File: src/rtl/assert_macros.svh
// Assertion macros shared by the draw engine RTL.
// Depends on a clock clk_i and an active-low reset rst_ni in the using module.
`ifndef ASSERT_MACROS_SVH
`define ASSERT_MACROS_SVH

// Check a property at every clock edge outside reset.
`define CCE_ASSERT(lbl, prop, msg) \
  lbl: assert property (@(posedge clk_i) disable iff (!rst_ni) (prop)) \
    else $error(msg);

// Check that a condition in one cycle leads to another in the next.
`define CCE_ASSERT_NEXT(lbl, pre, post, msg) \
  lbl: assert property (@(posedge clk_i) disable iff (!rst_ni) (pre) |=> (post)) \
    else $error(msg);

`endif

File: src/rtl/cce_pkg.sv
// Shared types and constants of the character cell draw engine.
// No dependencies; used by every module of the block.
package cce_pkg;

  // Internal coordinate widths: columns up to 255 plus sums, rows up to 63 plus sums.
  localparam int CW = 9;
  localparam int RW = 8;
  // Line decision value width.
  localparam int DW = 20;

  localparam logic [2:0] KIND_PUT   = 3'd0;
  localparam logic [2:0] KIND_FILL  = 3'd1;
  localparam logic [2:0] KIND_FRAME = 3'd2;
  localparam logic [2:0] KIND_LINE  = 3'd3;
  localparam logic [2:0] KIND_READ  = 3'd4;

  localparam logic CFG_COLUMNS = 1'b0;
  localparam logic CFG_ROWS    = 1'b1;

  localparam logic [7:0] COLS_RESET = 8'd80;
  localparam logic [5:0] ROWS_RESET = 6'd25;

  localparam logic [7:0] GLYPH_SPACE  = 8'h20;
  localparam logic [7:0] GLYPH_CORNER = 8'h2B;
  localparam logic [7:0] GLYPH_SIDE   = 8'h7C;
  localparam logic [7:0] GLYPH_EDGE   = 8'h2D;

  typedef struct packed {
    logic [2:0] kind;
    logic [6:0] start_col;
    logic [4:0] start_row;
    logic [7:0] extent_col;
    logic [5:0] extent_row;
    logic [7:0] glyph;
    logic [3:0] fore_color;
    logic [3:0] back_color;
    logic [3:0] decoration;
  } cmd_t;

  typedef struct packed {
    logic       status;
    logic [7:0] cell_glyph;
    logic [3:0] cell_fore;
    logic [3:0] cell_back;
    logic [3:0] cell_decor;
  } rsp_t;

  typedef struct packed {
    logic [3:0] decor;
    logic [3:0] back;
    logic [3:0] fore;
    logic [7:0] glyph;
  } cell_t;

  typedef struct packed {
    logic wr;
    logic rd;
  } mem_ctrl_t;

endpackage

File: src/rtl/cce_seq.sv
// Command sequencer: clearing pass, bounds checks, rectangle/frame walk,
// line stepping and the result register. Depends on cce_pkg and assert_macros.svh.
`include "assert_macros.svh"

module cce_seq import cce_pkg::*; #(
  parameter int MAX_COLUMNS = 128,
  parameter int MAX_ROWS    = 32,
  parameter int DEPTH       = MAX_COLUMNS * MAX_ROWS,
  parameter int AW          = $clog2(DEPTH)
) (
  input  logic          clk_i,
  input  logic          rst_ni,
  input  logic          start_i,
  output logic          busy_o,
  input  cmd_t          cmd_i,
  input  logic [CW-1:0] eff_cols_i,
  input  logic [RW-1:0] eff_rows_i,
  output mem_ctrl_t     mem_ctrl_o,
  output logic [AW-1:0] mem_addr_o,
  output cell_t         mem_wdata_o,
  input  cell_t         mem_rdata_i,
  output logic          done_o,
  output rsp_t          rsp_o
);

  localparam logic [2:0] ST_CLEAR = 3'd0;
  localparam logic [2:0] ST_IDLE  = 3'd1;
  localparam logic [2:0] ST_READ  = 3'd2;
  localparam logic [2:0] ST_RECT  = 3'd3;
  localparam logic [2:0] ST_LINE  = 3'd4;

  logic [2:0]           state_q, state_d;
  logic [AW-1:0]        clr_q, clr_d;
  logic                 done_q, done_d;
  rsp_t                 rsp_q, rsp_d;
  cmd_t                 cmd_q, cmd_d;
  logic [CW-1:0]        c_q, c_d, right_q, right_d;
  logic [RW-1:0]        r_q, r_d, bot_q, bot_d;
  logic signed [DW-1:0] d_q, d_d, up_q, up_d, flat_q, flat_d;

  mem_ctrl_t            mem_ctrl;
  logic [CW-1:0]        sc_w, ec_w;
  logic [RW-1:0]        sr_w, er_w;
  logic                 pt_ok, rect_ok;
  logic signed [DW-1:0] dx_w, dy_w;
  logic                 side, topbot, is_fill, line_ok, past_end;

  function automatic logic [AW-1:0] addr_of(input logic [RW-1:0] row,
                                            input logic [CW-1:0] col);
    return AW'(int'(row) * MAX_COLUMNS + int'(col));
  endfunction

  assign sc_w = CW'(cmd_i.start_col);
  assign ec_w = CW'(cmd_i.extent_col);
  assign sr_w = RW'(cmd_i.start_row);
  assign er_w = RW'(cmd_i.extent_row);

  assign pt_ok   = (sc_w < eff_cols_i) && (sr_w < eff_rows_i);
  assign rect_ok = ((sc_w + ec_w) <= eff_cols_i) && ((sr_w + er_w) <= eff_rows_i);
  assign dx_w    = DW'(cmd_i.extent_col) - DW'(cmd_i.start_col);
  assign dy_w    = DW'(cmd_i.extent_row) - DW'(cmd_i.start_row);

  assign is_fill  = (cmd_q.kind == KIND_FILL);
  assign side     = (c_q == CW'(cmd_q.start_col)) || (c_q == right_q);
  assign topbot   = (r_q == RW'(cmd_q.start_row)) || (r_q == bot_q);
  assign past_end = c_q > CW'(cmd_q.extent_col);
  assign line_ok  = (c_q < eff_cols_i) && (r_q < eff_rows_i);

  always_comb begin
    state_d     = state_q;
    clr_d       = clr_q;
    done_d      = 1'b0;
    rsp_d       = rsp_q;
    cmd_d       = cmd_q;
    c_d         = c_q;
    r_d         = r_q;
    right_d     = right_q;
    bot_d       = bot_q;
    d_d         = d_q;
    up_d        = up_q;
    flat_d      = flat_q;
    mem_ctrl    = '0;
    mem_addr_o  = addr_of(r_q, c_q);
    mem_wdata_o = '{decor: cmd_q.decoration, back: cmd_q.back_color,
                    fore: cmd_q.fore_color, glyph: cmd_q.glyph};

    unique case (state_q)
      ST_CLEAR: begin
        mem_ctrl.wr = 1'b1;
        mem_addr_o  = clr_q;
        mem_wdata_o = '{decor: 4'd0, back: 4'd0, fore: 4'd0, glyph: GLYPH_SPACE};
        clr_d       = clr_q + AW'(1);
        if (clr_q == AW'(DEPTH - 1)) begin
          state_d = ST_IDLE;
        end
      end
      ST_IDLE: begin
        if (start_i) begin
          cmd_d       = cmd_i;
          mem_addr_o  = addr_of(sr_w, sc_w);
          mem_wdata_o = '{decor: cmd_i.decoration, back: cmd_i.back_color,
                          fore: cmd_i.fore_color, glyph: cmd_i.glyph};
          unique case (cmd_i.kind)
            KIND_PUT: begin
              done_d       = 1'b1;
              rsp_d        = '0;
              rsp_d.status = !pt_ok;
              mem_ctrl.wr  = pt_ok;
            end
            KIND_READ: begin
              if (pt_ok) begin
                mem_ctrl.rd = 1'b1;
                state_d     = ST_READ;
              end else begin
                done_d       = 1'b1;
                rsp_d        = '0;
                rsp_d.status = 1'b1;
              end
            end
            KIND_FILL, KIND_FRAME: begin
              if (!rect_ok) begin
                done_d       = 1'b1;
                rsp_d        = '0;
                rsp_d.status = 1'b1;
              end else if ((ec_w == '0) || (er_w == '0)) begin
                done_d = 1'b1;
                rsp_d  = '0;
              end else begin
                c_d     = sc_w;
                r_d     = sr_w;
                right_d = sc_w + ec_w - CW'(1);
                bot_d   = sr_w + er_w - RW'(1);
                state_d = ST_RECT;
              end
            end
            KIND_LINE: begin
              if (ec_w < sc_w) begin
                done_d = 1'b1;
                rsp_d  = '0;
              end else begin
                c_d     = sc_w;
                r_d     = sr_w;
                d_d     = (dy_w <<< 1) - dx_w;
                up_d    = (dy_w <<< 1) - (dx_w <<< 1);
                flat_d  = dy_w <<< 1;
                state_d = ST_LINE;
              end
            end
            default: begin
              done_d = 1'b1;
              rsp_d  = '0;
            end
          endcase
        end
      end
      ST_READ: begin
        // read data is valid in the cycle after the request
        done_d           = 1'b1;
        rsp_d            = '0;
        rsp_d.cell_glyph = mem_rdata_i.glyph;
        rsp_d.cell_fore  = mem_rdata_i.fore;
        rsp_d.cell_back  = mem_rdata_i.back;
        rsp_d.cell_decor = mem_rdata_i.decor;
        state_d          = ST_IDLE;
      end
      ST_RECT: begin
        // frame leaves interior cells untouched
        mem_ctrl.wr = is_fill || side || topbot;
        if (!is_fill) begin
          if (side) begin
            mem_wdata_o.glyph = topbot ? GLYPH_CORNER : GLYPH_SIDE;
          end else begin
            mem_wdata_o.glyph = GLYPH_EDGE;
          end
        end
        if (c_q == right_q) begin
          c_d = CW'(cmd_q.start_col);
          if (r_q == bot_q) begin
            done_d  = 1'b1;
            rsp_d   = '0;
            state_d = ST_IDLE;
          end else begin
            r_d = r_q + RW'(1);
          end
        end else begin
          c_d = c_q + CW'(1);
        end
      end
      ST_LINE: begin
        if (past_end) begin
          done_d  = 1'b1;
          rsp_d   = '0;
          state_d = ST_IDLE;
        end else if (!line_ok) begin
          // stop at the first point off the screen
          done_d       = 1'b1;
          rsp_d        = '0;
          rsp_d.status = 1'b1;
          state_d      = ST_IDLE;
        end else begin
          mem_ctrl.wr = 1'b1;
          c_d         = c_q + CW'(1);
          if (d_q > 0) begin
            r_d = r_q + RW'(1);
            d_d = d_q + up_q;
          end else begin
            d_d = d_q + flat_q;
          end
        end
      end
      default: begin
        state_d = ST_IDLE;
      end
    endcase
  end

  always_ff @(posedge clk_i or negedge rst_ni) begin
    if (!rst_ni) begin
      state_q <= ST_CLEAR;
      clr_q   <= '0;
      done_q  <= 1'b0;
    end else begin
      state_q <= state_d;
      clr_q   <= clr_d;
      done_q  <= done_d;
    end
  end

  always_ff @(posedge clk_i) begin
    rsp_q   <= rsp_d;
    cmd_q   <= cmd_d;
    c_q     <= c_d;
    r_q     <= r_d;
    right_q <= right_d;
    bot_q   <= bot_d;
    d_q     <= d_d;
    up_q    <= up_d;
    flat_q  <= flat_d;
  end

  assign busy_o     = (state_q != ST_IDLE);
  assign mem_ctrl_o = mem_ctrl;
  assign done_o     = done_q;
  assign rsp_o      = rsp_q;

  `CCE_ASSERT(a_mem_excl, !(mem_ctrl.wr && mem_ctrl.rd), "memory read and write in one cycle")
  `CCE_ASSERT_NEXT(a_read_wait, mem_ctrl.rd, state_q == ST_READ, "read request without wait")
  `CCE_ASSERT_NEXT(a_read_done, state_q == ST_READ, done_q && (state_q == ST_IDLE), "read lost")

endmodule
File: config.mk
export PLATFORM = sky130hd
export DESIGN_NAME = cce_seq
export DESIGN_NICKNAME = d
export VERILOG_FILES = /design/src/rtl/cce_pkg.sv /design/src/rtl/cce_seq.sv
export VERILOG_INCLUDE_DIRS = /design/src /design/src/rtl
export SDC_FILE = /design/constraint.sdc
export NUM_CORES = 1
export LEC_CHECK = 0
export BUFFER_PORTS_ARGS = -buffer_cell sky130_fd_sc_hd__buf_2
export CAP_MARGIN = 0
export CORE_MARGIN = 2
export CORE_UTILIZATION = 45
export CTS_CLUSTER_DIAMETER = 50
export DETAILED_ROUTE_END_ITERATION = 6
export GPL_ROUTABILITY_DRIVEN = 0
export HOLD_SLACK_MARGIN = 0.03
export PLACE_DENSITY = 0.67
export REMOVE_ABC_BUFFERS = 1
export SLEW_MARGIN = 40
export SYNTH_ARGS = -nofsm -noshare
export SYNTH_HDL_FRONTEND = slang
export SYNTH_SLANG_ARGS = --single-unit
File: constraint.sdc
create_clock -name clk_i -period 10.9 [get_ports clk_i]
set_clock_uncertainty 0.2 [all_clocks]
set_input_delay 1.635 -clock clk_i [delete_from_list [all_inputs] [get_ports clk_i]]
set_output_delay 1.635 -clock clk_i [all_outputs]
set_load 0.03 [all_outputs]
; ---- Word-level counts from Yosys, hierarchy flattened
; Index checks and enable logic that the tools add are counted.
[totals]
ff_bits = 161
latchBits = 0
mem_bits_rw = 0
mem_bits_ro = 0
inputBits = 89
out_inout_bits = 57
elab_cells = 186
memories = 0
[classes]
n_addsub = 15
n_mul = 0
n_div = 0
n_lt_le_gt_ge = 9
n_eq_ne = 35
shift = 0
muxes = 77
bitwise = 2
reduce_logical = 25
[op_table]
columns = cell, n
row1 = 21-bit 2-to-1 mux, 9
row2 = 21-bit one-hot mux with 4 select lines, 2
row3 = 20-bit 2-to-1 mux, 7
row4 = 8-bit 2-to-1 mux, 10
row5 = 9-bit 2-to-1 mux, 7
row6 = 12-bit one-hot mux with 2 select lines, 2
row7 = 8-bit one-hot mux with 3 select lines, 2
row8 = 20-bit one-hot mux with 2 select lines, 1
row9 = 3-bit 2-to-1 mux, 10
row10 = 9-bit one-hot mux with 3 select lines, 1
row11 = 3-bit != test (second input constant), 7
row12 = 20-bit adder, 1
row13 = 20-bit by 8-bit adder with 20-bit output, 1
row14 = 20-bit by 1-bit greater-than comparator with 1-bit output (second input constant), 1
row15 = 2-bit != test (second input constant), 9
row16 = 9-bit one-hot mux with 2 select lines, 1
row17 = 8-bit one-hot mux with 2 select lines, 1
row18 = 8-bit AND reduction, 2
row19 = 1-bit 2-to-1 mux, 15
row20 = 7-bit 2-to-1 mux, 2
row21 = 12-bit by 1-bit adder with 12-bit output (second input constant), 1
row22 = 12-bit by 7-bit adder with 12-bit output, 1
row23 = 12-bit by 9-bit adder with 12-bit output, 1
row24 = 12-bit == test (second input constant), 1
row25 = other kinds (52), 68

; ---- Depth between registers and ports, before layout
[logic_depth]
word_depth = 7
ltp_mapped = 17
mapped_depth_nobuf = 16

; ---- Least setup slack after synthesis
; OpenSTA, ideal clock, no wires.
[synth_timing]
path_kind = input-to-reg
from = input port cmd_i[26] (netlist name)
to = register r_q[0], enable pin
setup_ns = 0.386
arrival_ns = 5.341
required_time_ns = 10.314
path_slack_ns = 4.972
stages = 16
n_path_buf = 0
path_cell_list = ha_1 fa_1 nand2b_1 a21oi_1 o21ai_0 mux2_2 or2_2 inv_1 ha_1 a211o_1 a21oi_1 o211ai_1 a22oi_1 a2111oi_2 o21bai_1 a211oi_1
[synth_via]
elab_chain_cells = 5
word_cells_on_any_way = 10
classes_between = 1 x add/sub / 2 x order compare / 3 x eq/ne / 4 x reduce/logical
[synth_rtl]
columns = element, line
row1 = "start, declared", cce_seq.sv:15  ; input cmd_t cmd_i,
row2 = 7-bit by 8-bit adder with 9-bit output, cce_seq.sv:59  ; assign rect_ok = ((sc_w + ec_w) <= eff_cols_i) && ((sr_w + er_w) <= eff_rows_i);
row3 = 9-bit less-or-equal comparator, cce_seq.sv:59
row4 = 1-bit logical AND, cce_seq.sv:59
row5 = 3-bit != test (no source line), -
row6 = 11-bit AND reduction (no source line) (*), -
row7 = "end signal, assigned", cce_seq.sv:233  ; r_q <= r_d;
row8 = "end, declared", cce_seq.sv:38  ; logic [RW-1:0] r_q, r_d, bot_q, bot_d;
; Every way passes the cells marked *; elsewhere a longest branch is shown, timed or not.
; A chain may end at the register's enable or synchronous reset.

; ---- Worst setup path in the final report
[layout_timing]
from = input port cmd_i[39] (netlist name)
to = register rsp_q, in the netlist rsp_o[6], enable pin
[layout_via]
elab_chain_cells = 5
word_cells_on_any_way = 10
classes_between = 1 x add/sub / 3 x order compare / 3 x eq/ne / 3 x reduce/logical
[layout_rtl]
columns = element, line
row1 = 7-bit by 8-bit adder with 9-bit output, cce_seq.sv:59
row2 = 9-bit less-or-equal comparator, cce_seq.sv:59
row3 = 1-bit logical AND, cce_seq.sv:59
row4 = 4-bit != test (no source line), -
row5 = 8-bit AND reduction (no source line) (*), -
row6 = "end signal, assigned", cce_seq.sv:230  ; rsp_q <= rsp_d;
row7 = "end, declared", cce_seq.sv:35  ; rsp_t rsp_q, rsp_d;
; Marked as above.

==> impl_metrics.csv <==
group,metric,value,unit
sta,fin_crit_sh,0.541,
synthesis,yosysUniqueCellTypes,69,
synthesis,syn_area_per_cell,10.1,µm²
finish,final_antenna_diode_count,0,
synthesis,post-synth-top-area-cell,"edfxtp_1",
finish,fraction_of_final_layout_cells_with_drive_strength_greater_than_1,0.178,
cts,postCtsSetupRepairBufs,0,
cts,cts-hold-fix-buffers,0,
floorplan,fp.coreArea,24100,µm²
sta,finalWorstSetupSlack,5010,ps
floorplan,start_util,0.455,
global_route,antenna_found_initial,0,
route,drt_first_pass_iters,5,
power,power_frac_comb,0.431,
route,detail_route.drc_violations,0,
synthesis,postSynthRegisterBits,151,
setup_path,timing.critical_path.to_type,"flop",
power,power_density,215,nW/µm²
route,route.detailed.vias_per_inst,5.69,
cts,cts_tree,"built",
power,cellInternalPower,0.00156,W
place,dp_worst_setup_slack,4630,ps
sta,report.final.slew_viol_count,0,
sta,worst_slew_pin_slew,788,ps
power,vdd_ir_drop_max,105,µV
floorplan,std_cell_rows,57,
finish,post-route-util,0.523,
synthesis,netlist_area_before_placement,11000,µm²
setup_path,critical_path.startpoint_type,"primary input",
sta,min_period,5890,ps
route,route.antenna.remaining_nets,0,
global_route,grt_start_max_net_pins,68,
route,first_iter_violations,742,
setup_path,crit_required,10710,ps
cts,worst_skew_pair.late_latency,430,ps
cts,clock_tree.buffer_depth,2,
synthesis,seq_area_frac_synth,0.406,
sta,setup_repair_after_global_routing_missed_its_margin,"false",
job,max_cap_violations,0,
sta,finalHoldViolations,0,
setup_path,arrival,5700,ps
synthesis,post-synth-top-area-fraction,0.370,
route,via_total_after_detailed_routing,8808,
route,route.detailed.wl_per_inst,18.3,µm
cts,cts_buffers,17,
synthesis,ys.warnings.count,0,
sta,achievable-frequency,170,MHz
synthesis,netlist_top_cells_area,"edfxtp_1, ha_1, xnor2_1, xor2_1, dfrtp_1",
route,wl,28.4,mm
place,port_buffers,145,
floorplan,die-width,160,µm
synthesis,synth_top_flop_cell,"edfxtp_1",
outcome,outcome,"completed",
finish,synthToLayoutAreaGrowth,14.9,%
power,power.clock.fraction,0.228,
place,dp_hpwl,21.4,mm
sta,final.setup.tns,0,ps
power,p_leak,5.50,nW
global_route,global_route_wire_length_before_repair,45.1,mm
setup_path,cp_max_fo,21,
finish,post_layout_nets,1422,
power,switching_share,0.423,
setup_path,timing.setup.critical_path_class,"in -> reg",
floorplan,die-area,25600,µm²
sta,setup_viol_count_final,0,
cts,clock_tree.htree_level_count,4,
min_path,hold_class,"reg -> reg",
global_route,number_of_global_route_vias_before_repair,8373,
global_route,track_usage,0.224,
finish,number_of_filler_instances_in_the_final_layout,2233,
global_route,globalRouteOverflowTotal,0,
sta,timing.slew.headroom,0.474,
cts,cts.repair.resized,0,
cts,clk_pin_slew_worst_paths,70,ps
power,total_switching_power,0.00114,W
cts,clock-root-buffer,"clkbuf_16",
power,share_seq_of_total_power,0.341,
floorplan,die_h,160,µm
synthesis,post_synth_inst_count,1086,
floorplan,top_level_ports,146,
synthesis,async_flop_share,0.106,
cts,clock_sinks,151,
synthesis,synth-edff-count,135,
cells in the final DEF, fill, tap and decap left out, drive strengths merged, types with 8 or more instances in the layout:
cell type and instances:
buf 153, edfxtp 135, ha 113, inv 94
nor2 73, a21oi 67, xnor2 66, o21ai 61
xor2 51, nand2 46, and3 34, nand3 28
a21o 25, nand2b 19, nor3 19, clkbuf 17
dfrtp 16, o22ai 15, a22o 15, nand4 13
nor2b 10, a22oi 10, nor4 10, o21bai 9
o211ai 8, mux2 8, fa 8
layout make-up:
class,count,area (µm²),area share
flip-flops and latches,151,4450,0.353
well taps,324,405,0.0322
repair buffers,153,786,0.0624
inverters,85,319,0.0253
clock buffers,17,425,0.0338
clock inverters,15,181,0.0144
multi-input cells,804,6030,0.479
worst paths after layout:
path | startpoint | to | cells past startpoint | slack (ps)
min | clr_q[5] | clr_q[5] | 1 | 300
max | cmd_i[39] | rsp_o[6] | 17 | 5010
min in group asynchronous | rst_ni | done_o | 1 | 910
max reg2reg | d_q[11] | d_q[17] | 14 | 6000
max in group asynchronous | rst_ni | state_q[1] | 1 | 9300
min reg2reg | clr_q[5] | clr_q[5] | 1 | 300
layer usage:
metal  GRT usage  share of wire  vias to the layer above  routed length, µm
li1            -              -                     4243                  -
met5           0              0                        -                  0
met1       0.322           0.46                     4211              13200
met4      0.0532          0.014                        0                400
met3      0.0462          0.066                       33               1870
met2       0.350           0.46                      321              12900
flip-flops by register name (all words and copies together), names as in the netlist:
name / cells
bot_q: 8
flat_q: 7
c_q: 9
state_q: 3
rsp_o: 21
done_o: 1
clr_q: 12
cmd_q: 43
r_q: 8
d_q: 20
right_q: 9
up_q: 10
worst max-delay path, cell delays in order:
cell      delay, ps
buf_2           150
ha_1            220
fa_1            400
nand2b_1         90
a21oi_1          70
o21ai_0         250
mux2_2          360
or2_2           320
inv_1            90
ha_1            240
a211o_1         300
a21oi_1         190
o211ai_1        130
a22oi_1         310
nand2_1         130
a32oi_1         300
nand3_2         490
kinds of logic after synthesis:
kind of cell / after synthesis / synth area share
flip-flops: 151 / 0.406
AO/OA/AOI/OAI: 269 / 0.163
XOR/XNOR: 117 / 0.0934
AND/OR/NAND/NOR: 282 / 0.133
adder cells (fa/ha/maj): 121 / 0.144
buffers and inverters: 131 / 0.0461
multiplexers: 15 / 0.0146
synth_stat cells, types with 3 or more instances:
master and instances:
nand3b_1 7, nand4_1 12, nor4_1 9, o41ai_1 4, a22o_1 15, nand2_1 46, o21bai_1 9, nor2_1 73
a22oi_1 10, nand3_1 28, a31o_2 4, o21ai_1 6, inv_1 85, o21a_1 7, dfrtp_1 16, or3_1 3
o21ai_0 54, xor2_1 51, o2111ai_1 3, buf_2 5, edfxtp_1 135, fa_1 8, a21o_1 25, a211oi_1 7
a31oi_1 5, mux2_2 8, o211ai_1 8, or4_1 5, mux2i_1 7, and3_1 34, clkbuf_1 38, xnor2_1 66
o22ai_1 15, a222oi_1 3, a221o_1 4, ha_1 113, nand2b_1 19, nor3b_1 4, nor2b_1 10, nor3_1 18
and4_1 3, a21oi_1 67, or2_2 5
through the flow:
stage	instances	hold WS (ps)	total power (W)	area, µm²
after global placement	1517	292	0.00206	12000
after CTS	1549	299	0.00271	12600
after detailed placement	1517	288	0.00208	12000
after global routing	1549	324	0.00286	12600
after floorplan	1040	259	0.00172	10800
final	1549	304	0.00270	12600
power groups by stage:
stage	clock [W]	sequential, W	combinational, W
2_1_floorplan	0	0.000937	0.000787
3_3_place_gp	0	0.000930	0.00113
3_5_place_dp	0	0.000930	0.00115
4_1_cts	0.000626	0.000919	0.00116
5_1_grt	0.000648	0.000933	0.00128
6_report	0.000617	0.000922	0.00117
Note: power is estimated with default switching activity, not from simulation.
